===== src/sv/lkd_pkg.sv =====
// Shared types, seeds, feedback masks and generator step function for the descrambler.
package lkd_pkg;

    localparam logic [15:0] SEED_T = 16'h2953;
    localparam logic [15:0] SEED_U = 16'hd9c2;
    localparam logic [15:0] SEED_V = 16'h3ff1;
    localparam logic        SEED_K = 1'b1;

    localparam logic [15:0] FB_T = 16'ha740;
    localparam logic [15:0] FB_U = 16'hfb10;
    localparam logic [15:0] FB_V = 16'hb3d0;

    localparam int unsigned STEPS_PER_BYTE = 8;

    // Generator state: three shift registers and the running key bit
    typedef struct packed {
        logic [15:0] t;
        logic [15:0] u;
        logic [15:0] v;
        logic        k;
    } t_gen_state;

    // Item passed from front to back: data byte and its keystream byte
    typedef struct packed {
        logic [7:0] data;
        logic [7:0] ks;
    } t_ks_item;

    // Handshake between front and queue, and queue and back
    typedef struct packed {
        logic     valid;
        t_ks_item item;
    } t_ks_push;

    localparam t_gen_state GEN_SEED = '{t: SEED_T, u: SEED_U, v: SEED_V, k: SEED_K};

    // Shift right and fold in the mask when a one falls out
    function automatic logic [15:0] shift_fb(input logic [15:0] r, input logic [15:0] mask);
        logic [15:0] sh;
        sh = {1'b0, r[15:1]};
        shift_fb = r[0] ? (sh ^ mask) : sh;
    endfunction

    // One generator step: update key bit from current low bits, then clock registers
    function automatic t_gen_state gen_step(input t_gen_state s);
        logic       t0;
        logic       t1;
        logic       u0;
        logic       u1;
        logic       v0;
        t_gen_state n;
        t0 = s.t[0];
        t1 = s.t[1];
        u0 = s.u[0];
        u1 = s.u[1];
        v0 = s.v[0];
        n.k = s.k ^ t1 ^ v0 ^ (u0 | u1) ^ ((t0 ^ u1 ^ v0) & (t0 ^ u0));
        n.v = (t0 == u0) ? shift_fb(s.v, FB_V) : s.v;
        n.u = (!t0) ? shift_fb(s.u, FB_U) : s.u;
        n.t = shift_fb(s.t, FB_T);
        gen_step = n;
    endfunction

endpackage


===== src/sv/lkd_if.sv =====
// Valid/ready channel interfaces for scrambled input and plain output items.
interface lkd_in_if;
    logic       valid;
    logic       ready;
    logic [7:0] scrambled_byte;
    logic       last_in_block;

    modport source (output valid, output scrambled_byte, output last_in_block, input ready);
    modport sink   (input valid, input scrambled_byte, input last_in_block, output ready);
endinterface

interface lkd_out_if;
    logic       valid;
    logic       ready;
    logic [7:0] plain_byte;

    modport source (output valid, output plain_byte, input ready);
    modport sink   (input valid, input plain_byte, output ready);
endinterface


===== src/sv/lkd_front.sv =====
// Front end: accepts items, runs eight generator steps and reloads seeds at end of block.
module lkd_front (
    input  logic              i_clk,
    input  logic              i_rst_n,
    lkd_in_if.sink            i_byte_ch,
    output lkd_pkg::t_ks_push o_push,
    input  logic              i_push_ready
);
    import lkd_pkg::*;

    t_gen_state r_gen;
    t_gen_state n_gen;
    t_gen_state w_chain [0:STEPS_PER_BYTE];
    logic [7:0] w_ks;
    logic       w_accept;

    // Chain eight generator steps; first bit lands in the msb
    assign w_chain[0] = r_gen;
    for (genvar g = 0; g < STEPS_PER_BYTE; g++) begin : g_step
        assign w_chain[g + 1] = gen_step(w_chain[g]);
        assign w_ks[STEPS_PER_BYTE - 1 - g] = w_chain[g + 1].k;
    end

    assign i_byte_ch.ready = i_push_ready;
    assign w_accept        = i_byte_ch.valid && i_push_ready;

    assign o_push.valid     = i_byte_ch.valid;
    assign o_push.item.data = i_byte_ch.scrambled_byte;
    assign o_push.item.ks   = w_ks;

    // Advance the generator, or reload seeds after the last item of a block
    always_comb begin
        n_gen = r_gen;
        if (w_accept) begin
            n_gen = i_byte_ch.last_in_block ? GEN_SEED : w_chain[STEPS_PER_BYTE];
        end
    end

    always_ff @(posedge i_clk) begin
        if (!i_rst_n) begin
            r_gen <= GEN_SEED;
        end else begin
            r_gen <= n_gen;
        end
    end

endmodule


===== src/sv/lkd_queue.sv =====
// Two-entry queue between front and back end.
module lkd_queue (
    input  logic              i_clk,
    input  logic              i_rst_n,
    input  lkd_pkg::t_ks_push i_push,
    output logic              o_push_ready,
    output lkd_pkg::t_ks_push o_pop,
    input  logic              i_pop_ready
);
    import lkd_pkg::*;

    t_ks_item   r_mem [0:1];
    logic       r_wr_ptr;
    logic       r_rd_ptr;
    logic [1:0] r_count;
    logic       w_push;
    logic       w_pop;

    assign o_push_ready = (r_count != 2'd2);
    assign w_push       = i_push.valid && o_push_ready;
    assign o_pop.valid  = (r_count != 2'd0);
    assign o_pop.item   = r_mem[r_rd_ptr];
    assign w_pop        = o_pop.valid && i_pop_ready;

    // Store pushed item
    always_ff @(posedge i_clk) begin
        if (w_push) begin
            r_mem[r_wr_ptr] <= i_push.item;
        end
    end

    // Track pointers and fill level
    always_ff @(posedge i_clk) begin
        if (!i_rst_n) begin
            r_wr_ptr <= 1'b0;
            r_rd_ptr <= 1'b0;
            r_count  <= 2'd0;
        end else begin
            if (w_push) begin
                r_wr_ptr <= ~r_wr_ptr;
            end
            if (w_pop) begin
                r_rd_ptr <= ~r_rd_ptr;
            end
            case ({w_push, w_pop})
                2'b10:   r_count <= r_count + 2'd1;
                2'b01:   r_count <= r_count - 2'd1;
                default: r_count <= r_count;
            endcase
        end
    end

endmodule


===== src/sv/lkd_back.sv =====
// Back end: XORs data with keystream into the output register.
module lkd_back (
    input  logic              i_clk,
    input  logic              i_rst_n,
    input  lkd_pkg::t_ks_push i_pop,
    output logic              o_pop_ready,
    lkd_out_if.source         o_byte_ch
);
    import lkd_pkg::*;

    logic       r_valid;
    logic [7:0] r_plain;
    logic       w_load;

    assign o_pop_ready = !r_valid || o_byte_ch.ready;
    assign w_load      = i_pop.valid && o_pop_ready;

    assign o_byte_ch.valid      = r_valid;
    assign o_byte_ch.plain_byte = r_plain;

    // Hold result until taken; load the next one in the same cycle
    always_ff @(posedge i_clk) begin
        if (!i_rst_n) begin
            r_valid <= 1'b0;
        end else if (o_pop_ready) begin
            r_valid <= i_pop.valid;
        end
    end

    always_ff @(posedge i_clk) begin
        if (w_load) begin
            r_plain <= i_pop.item.data ^ i_pop.item.ks;
        end
    end

endmodule


===== src/sv/lfsr_keystream_descrambler.sv =====
// Top level of the three-register keystream descrambler.
//
//  channel     dir  payload                          handshake
//  i_byte_ch   in   scrambled_byte[8], last_in_block  valid/ready
//  o_byte_ch   out  plain_byte[8]                     valid/ready
//
// One item per cycle unless output stalls; items pass queue, then output register.
// The eight keystream steps per byte run in the front end in the accept cycle.
// Synchronous active-low reset loads the seeds and empties queue and output register.
// A two-entry queue absorbs up to two items while the output stalls.
module lfsr_keystream_descrambler (
    input  logic      i_clk,
    input  logic      i_rst_n,
    lkd_in_if.sink    i_byte_ch,
    lkd_out_if.source o_byte_ch
);
    import lkd_pkg::*;

    t_ks_push w_push;
    logic     w_push_ready;
    t_ks_push w_pop;
    logic     w_pop_ready;

    lkd_front u_front (
        .i_clk        (i_clk),
        .i_rst_n      (i_rst_n),
        .i_byte_ch    (i_byte_ch),
        .o_push       (w_push),
        .i_push_ready (w_push_ready)
    );

    lkd_queue u_queue (
        .i_clk        (i_clk),
        .i_rst_n      (i_rst_n),
        .i_push       (w_push),
        .o_push_ready (w_push_ready),
        .o_pop        (w_pop),
        .i_pop_ready  (w_pop_ready)
    );

    lkd_back u_back (
        .i_clk       (i_clk),
        .i_rst_n     (i_rst_n),
        .i_pop       (w_pop),
        .o_pop_ready (w_pop_ready),
        .o_byte_ch   (o_byte_ch)
    );

endmodule


===== src/flat_wrapper.sv =====
// flat-port wrapper written by rule: the top's interface ports become plain ports
module lfsr_keystream_descrambler_flat import lkd_pkg::*;
  (i_clk, i_rst_n, i_byte_ch_valid, i_byte_ch_scrambled_byte, i_byte_ch_last_in_block, i_byte_ch_ready, o_byte_ch_valid, o_byte_ch_plain_byte, o_byte_ch_ready);
  lkd_in_if i_byte_ch_i ();
  lkd_out_if o_byte_ch_i ();
  input  logic i_clk;
  input  logic i_rst_n;
  input wire logic [$bits(i_byte_ch_i.valid)-1:0] i_byte_ch_valid;
  input wire logic [$bits(i_byte_ch_i.scrambled_byte)-1:0] i_byte_ch_scrambled_byte;
  input wire logic [$bits(i_byte_ch_i.last_in_block)-1:0] i_byte_ch_last_in_block;
  output wire logic [$bits(i_byte_ch_i.ready)-1:0] i_byte_ch_ready;
  output wire logic [$bits(o_byte_ch_i.valid)-1:0] o_byte_ch_valid;
  output wire logic [$bits(o_byte_ch_i.plain_byte)-1:0] o_byte_ch_plain_byte;
  input wire logic [$bits(o_byte_ch_i.ready)-1:0] o_byte_ch_ready;
  assign i_byte_ch_i.valid = i_byte_ch_valid;
  assign i_byte_ch_i.scrambled_byte = i_byte_ch_scrambled_byte;
  assign i_byte_ch_i.last_in_block = i_byte_ch_last_in_block;
  assign i_byte_ch_ready = i_byte_ch_i.ready;
  assign o_byte_ch_valid = o_byte_ch_i.valid;
  assign o_byte_ch_plain_byte = o_byte_ch_i.plain_byte;
  assign o_byte_ch_i.ready = o_byte_ch_ready;
  lfsr_keystream_descrambler u_core (.i_clk(i_clk), .i_rst_n(i_rst_n), .i_byte_ch(i_byte_ch_i), .o_byte_ch(o_byte_ch_i));
endmodule

===== config.mk =====
export PLATFORM = sky130hd
export DESIGN_NAME = lfsr_keystream_descrambler_flat
export DESIGN_NICKNAME = d
export VERILOG_FILES = /design/src/sv/lkd_pkg.sv /design/src/sv/lkd_if.sv /design/src/sv/lkd_front.sv /design/src/sv/lkd_queue.sv /design/src/sv/lkd_back.sv /design/src/sv/lfsr_keystream_descrambler.sv /design/src/flat_wrapper.sv
export SDC_FILE = /design/constraint.sdc
export NUM_CORES = 1
export LEC_CHECK = 0
export ABC_CLOCK_PERIOD_IN_PS = 4360
export BUFFER_PORTS_ARGS = -buffer_cell sky130_fd_sc_hd__clkbuf_2
export CAP_MARGIN = 10
export CORE_MARGIN = 3
export CORE_UTILIZATION = 49
export CTS_BUF_LIST = sky130_fd_sc_hd__clkbuf_16
export DETAILED_ROUTE_END_ITERATION = 10
export GPL_TIMING_DRIVEN = 0
export PLACE_DENSITY_LB_ADDON = 0.1
export SLEW_MARGIN = 20
export SYNTH_ARGS = -nofsm -noshare
export SYNTH_HDL_FRONTEND = slang
export SYNTH_SLANG_ARGS = --single-unit

===== constraint.sdc =====
create_clock -name i_clk -period 4.36 [get_ports i_clk]
set_input_delay 0.654 -clock i_clk [delete_from_list [all_inputs] [get_ports i_clk]]
set_output_delay 0.654 -clock i_clk [all_outputs]
set_load 0.01 [all_outputs]

==> qor.csv <==
metric,value,unit
drc,0,
finClkSkew,0.01163,ns
start_kind,flop,
cp_num_buf_inv,2,
period_share,0.9782,
fillerInstances,1794,
relSlewSlack,0.3619,
diodes,0,
end_kind,flop,
clock_latency,0.36,ns
setup_viol_count_final,0,
gp_congestion,0.9687,
drt-total-wl,32.05,mm
first_global_vias,8469,
overflow,0,
drt_iter0_drc,866,
initial_core_util,0.5023,
yosysWarnings,0,
die_width,147.7,microns
synth_edf_count,40,
rows,51,
hold_end,u_core.u_queue.r_mem[1][14],
rrSetupSlack,0.09,ns
ctsHoldBuffers,0,
firstDrtPassIters,5,
clockBufferDepth,2,
outcome,completed,
critPathMaxStageDelay,0.43,ns
ant_nets,0,
synthCells,1151,
grt_use_total,0.2844,
grt_pass1_wl,48.41,mm
routed_via_density,6.156,
coreArea,19590,sq um
crit_chain,"buf_6, mux2i_4, xnor2_2, buf_4, mux2_1, mux2i_4, nand4_1, o211a_1, a22o_1, a211oi_1, xnor3_2, or3_1, and2_4, xor2_4",
synthesis.nets,1165,
fin_crit,4.265,ns
dp_hpwl,24.32,mm
drt-wirelength-per-cell,21.52,microns
io_buffer_count,22,
syn_area,9841,sq um
cp.arrival,4.35,ns
whs_path_depth,1,
cts-root-buf,clkbuf_16,
r2r-start,u_core.u_front.r_gen[33],
finalHoldViolCount,0,
vias,9166,
synthFlopType,dfxtp_1,
syn_avg_cell_area,8.550,sq um
cp.required,4.44,ns
synth.yosys.seq_area_share,0.2339,
drv_cap,0,
path_max_fanout,6,
clock-sinks,95,
slew_violations,0,
mostFrequentLayoutCell,mux2i_1,
path_delay_family,multiplexers,
hp-class,input pin to flop,
utilization,0.5792,
h-tree-depth,3,
synth_cell_types,85,
tightestPinTransition,0.9540,ns
rr_worst_depth,14,
dieArea,21820,sq um
chipHeight,147.7,microns
antenna_found_initial,0,
r2r-end,u_core.u_queue.r_mem[0][0],
layout-drive-gt1-share,0.1822,
area_growth,15.31,%
clk_pin_slew_worst_paths,0.07,ns
layout.nets,1233,
layout_common_cells,"mux2i_1 (126), xnor2_1 (101), nand2_1 (96), nor2_1 (71), dfxtp_1 (54)",
clock.fmax,234.5,MHz
io-pin-count,23,
cp_slowest_cell,xnor3_2,
synthArstFlopShare,0,
cts_tree,yes,
path_common_cell,mux2i_4,
hp-start,i_byte_ch_scrambled_byte[6],
critical_path_class,flop to flop,
grt_start_max_net_pins,18,
cts_made_buffers,9,
synth.ff_latch_count,95,
## through the flow
step / instance area (sq um) / setup slack (ns) / hold WS [ns] / cells / setup TNS [ns]
3_3_place_gp: 10280 / -0.7030 / 0.4922 / 1438 / -5.320
4_1_cts: 10840 / -0.02802 / 0.4864 / 1468 / -0.05352
2_1_floorplan: 9841 / 0.3778 / 0.4618 / 1151 / 0
6_report: 11350 / 0.09492 / 0.4957 / 1489 / 0
3_5_place_dp: 10280 / -0.7085 / 0.4978 / 1438 / -5.289
5_1_grt: 11350 / -0.02517 / 0.4882 / 1489 / -0.1051
## state kept, by name, summed over array words and instances (netlist names), named ones only
register                            flops
u_core.u_back.o_byte_ch.plain_byte      8
u_core.u_back.o_byte_ch.valid           1
u_core.u_front.r_gen                   49
u_core.u_queue.r_count                  2
u_core.u_queue.r_mem                   32
u_core.u_queue.r_rd_ptr                 1
u_core.u_queue.r_wr_ptr                 1
## synth_stat cells (all sizes together) (30+ instances only)
| cell | number | area [sq um] |
|---|---|---|
| o211ai | 30 | 230.2 |
| a21oi | 58 | 305.3 |
| nand2 | 97 | 364.1 |
| o21ai | 54 | 270.3 |
| nor2 | 76 | 292.8 |
| xor2 | 54 | 473.0 |
| edfxtp | 40 | 1201 |
| dfxtp | 55 | 1101 |
| buf | 46 | 231.5 |
| mux2i | 147 | 1531 |
| clkbuf | 46 | 172.7 |
| xnor2 | 114 | 1051 |
## worst max-delay path by stage
stage | start | cells past startpoint | slack [ns] | end
6_report | u_core.u_front.r_gen[33] | 14 | 0.09 | u_core.u_queue.r_mem[0][0]
4_1_cts | u_core.u_front.r_gen[33] | 15 | -0.03 | u_core.u_front.r_gen[15]
3_3_place_gp | u_core.u_front.r_gen[18] | 13 | -0.70 | u_core.u_queue.r_mem[0][1]
5_1_grt | u_core.u_front.r_gen[33] | 14 | -0.03 | u_core.u_queue.r_mem[1][0]
3_5_place_dp | u_core.u_front.r_gen[18] | 13 | -0.71 | u_core.u_queue.r_mem[1][1]
2_1_floorplan | u_core.u_front.r_gen[33] | 13 | 0.38 | u_core.u_queue.r_mem[0][0]
## cell type report
cell class	instances	area, sq um	area share
clock inverters	7	87.58	0.007719
well taps	265	331.6	0.02922
flip-flops and latches	95	2303	0.2030
plain buffers	91	457.9	0.04036
inverters	11	47.55	0.004190
multi-input cells	953	7513	0.6621
clock buffers	9	225.2	0.01985
repair buffers	58	380.4	0.03352
## worst reg2reg max path, cell delays in order, from the launching register on
cell      delay, ns
dfxtp_1        0.42
buf_6          0.19
mux2i_4        0.32
xnor2_2        0.21
buf_4          0.22
mux2_1         0.36
mux2i_4        0.19
nand4_1        0.15
o211a_1        0.17
a22o_1         0.21
a211oi_1       0.31
xnor3_2        0.43
or3_1          0.40
and2_4         0.21
xor2_4         0.20
## logic make-up (layout without fill, tap and decap cells)
kind of cell,count (synthesis),in the layout,synth area share
multiplexers,170,170,0.1819
AO/OA/AOI/OAI,296,296,0.2103
adder cells (fa/ha/maj),1,1,0.001271
AND/OR/NAND/NOR,308,308,0.1494
buffers and inverters,103,176,0.04526
XOR/XNOR,178,178,0.1779
flip-flops,95,95,0.2339
## routing by layer
| metal | GRT usage | share of wire |
|---|---|---|
| met5 | 0 | 0 |
| met4 | 0.07735 | 0.019 |
| met3 | 0.05825 | 0.083 |
| met2 | 0.4531 | 0.45 |
| met1 | 0.3942 | 0.45 |
## timing repair
action / CTS / global route
gates resized for setup: 33 / 87
setup endpoints to repair: 26 / 33
pin swaps: 4 / 10
setup buffers: 14 / 22
Power is left out: the tool's default activity adds up to more than one toggle a clock period on the data nets, which glitch-free logic cannot reach.
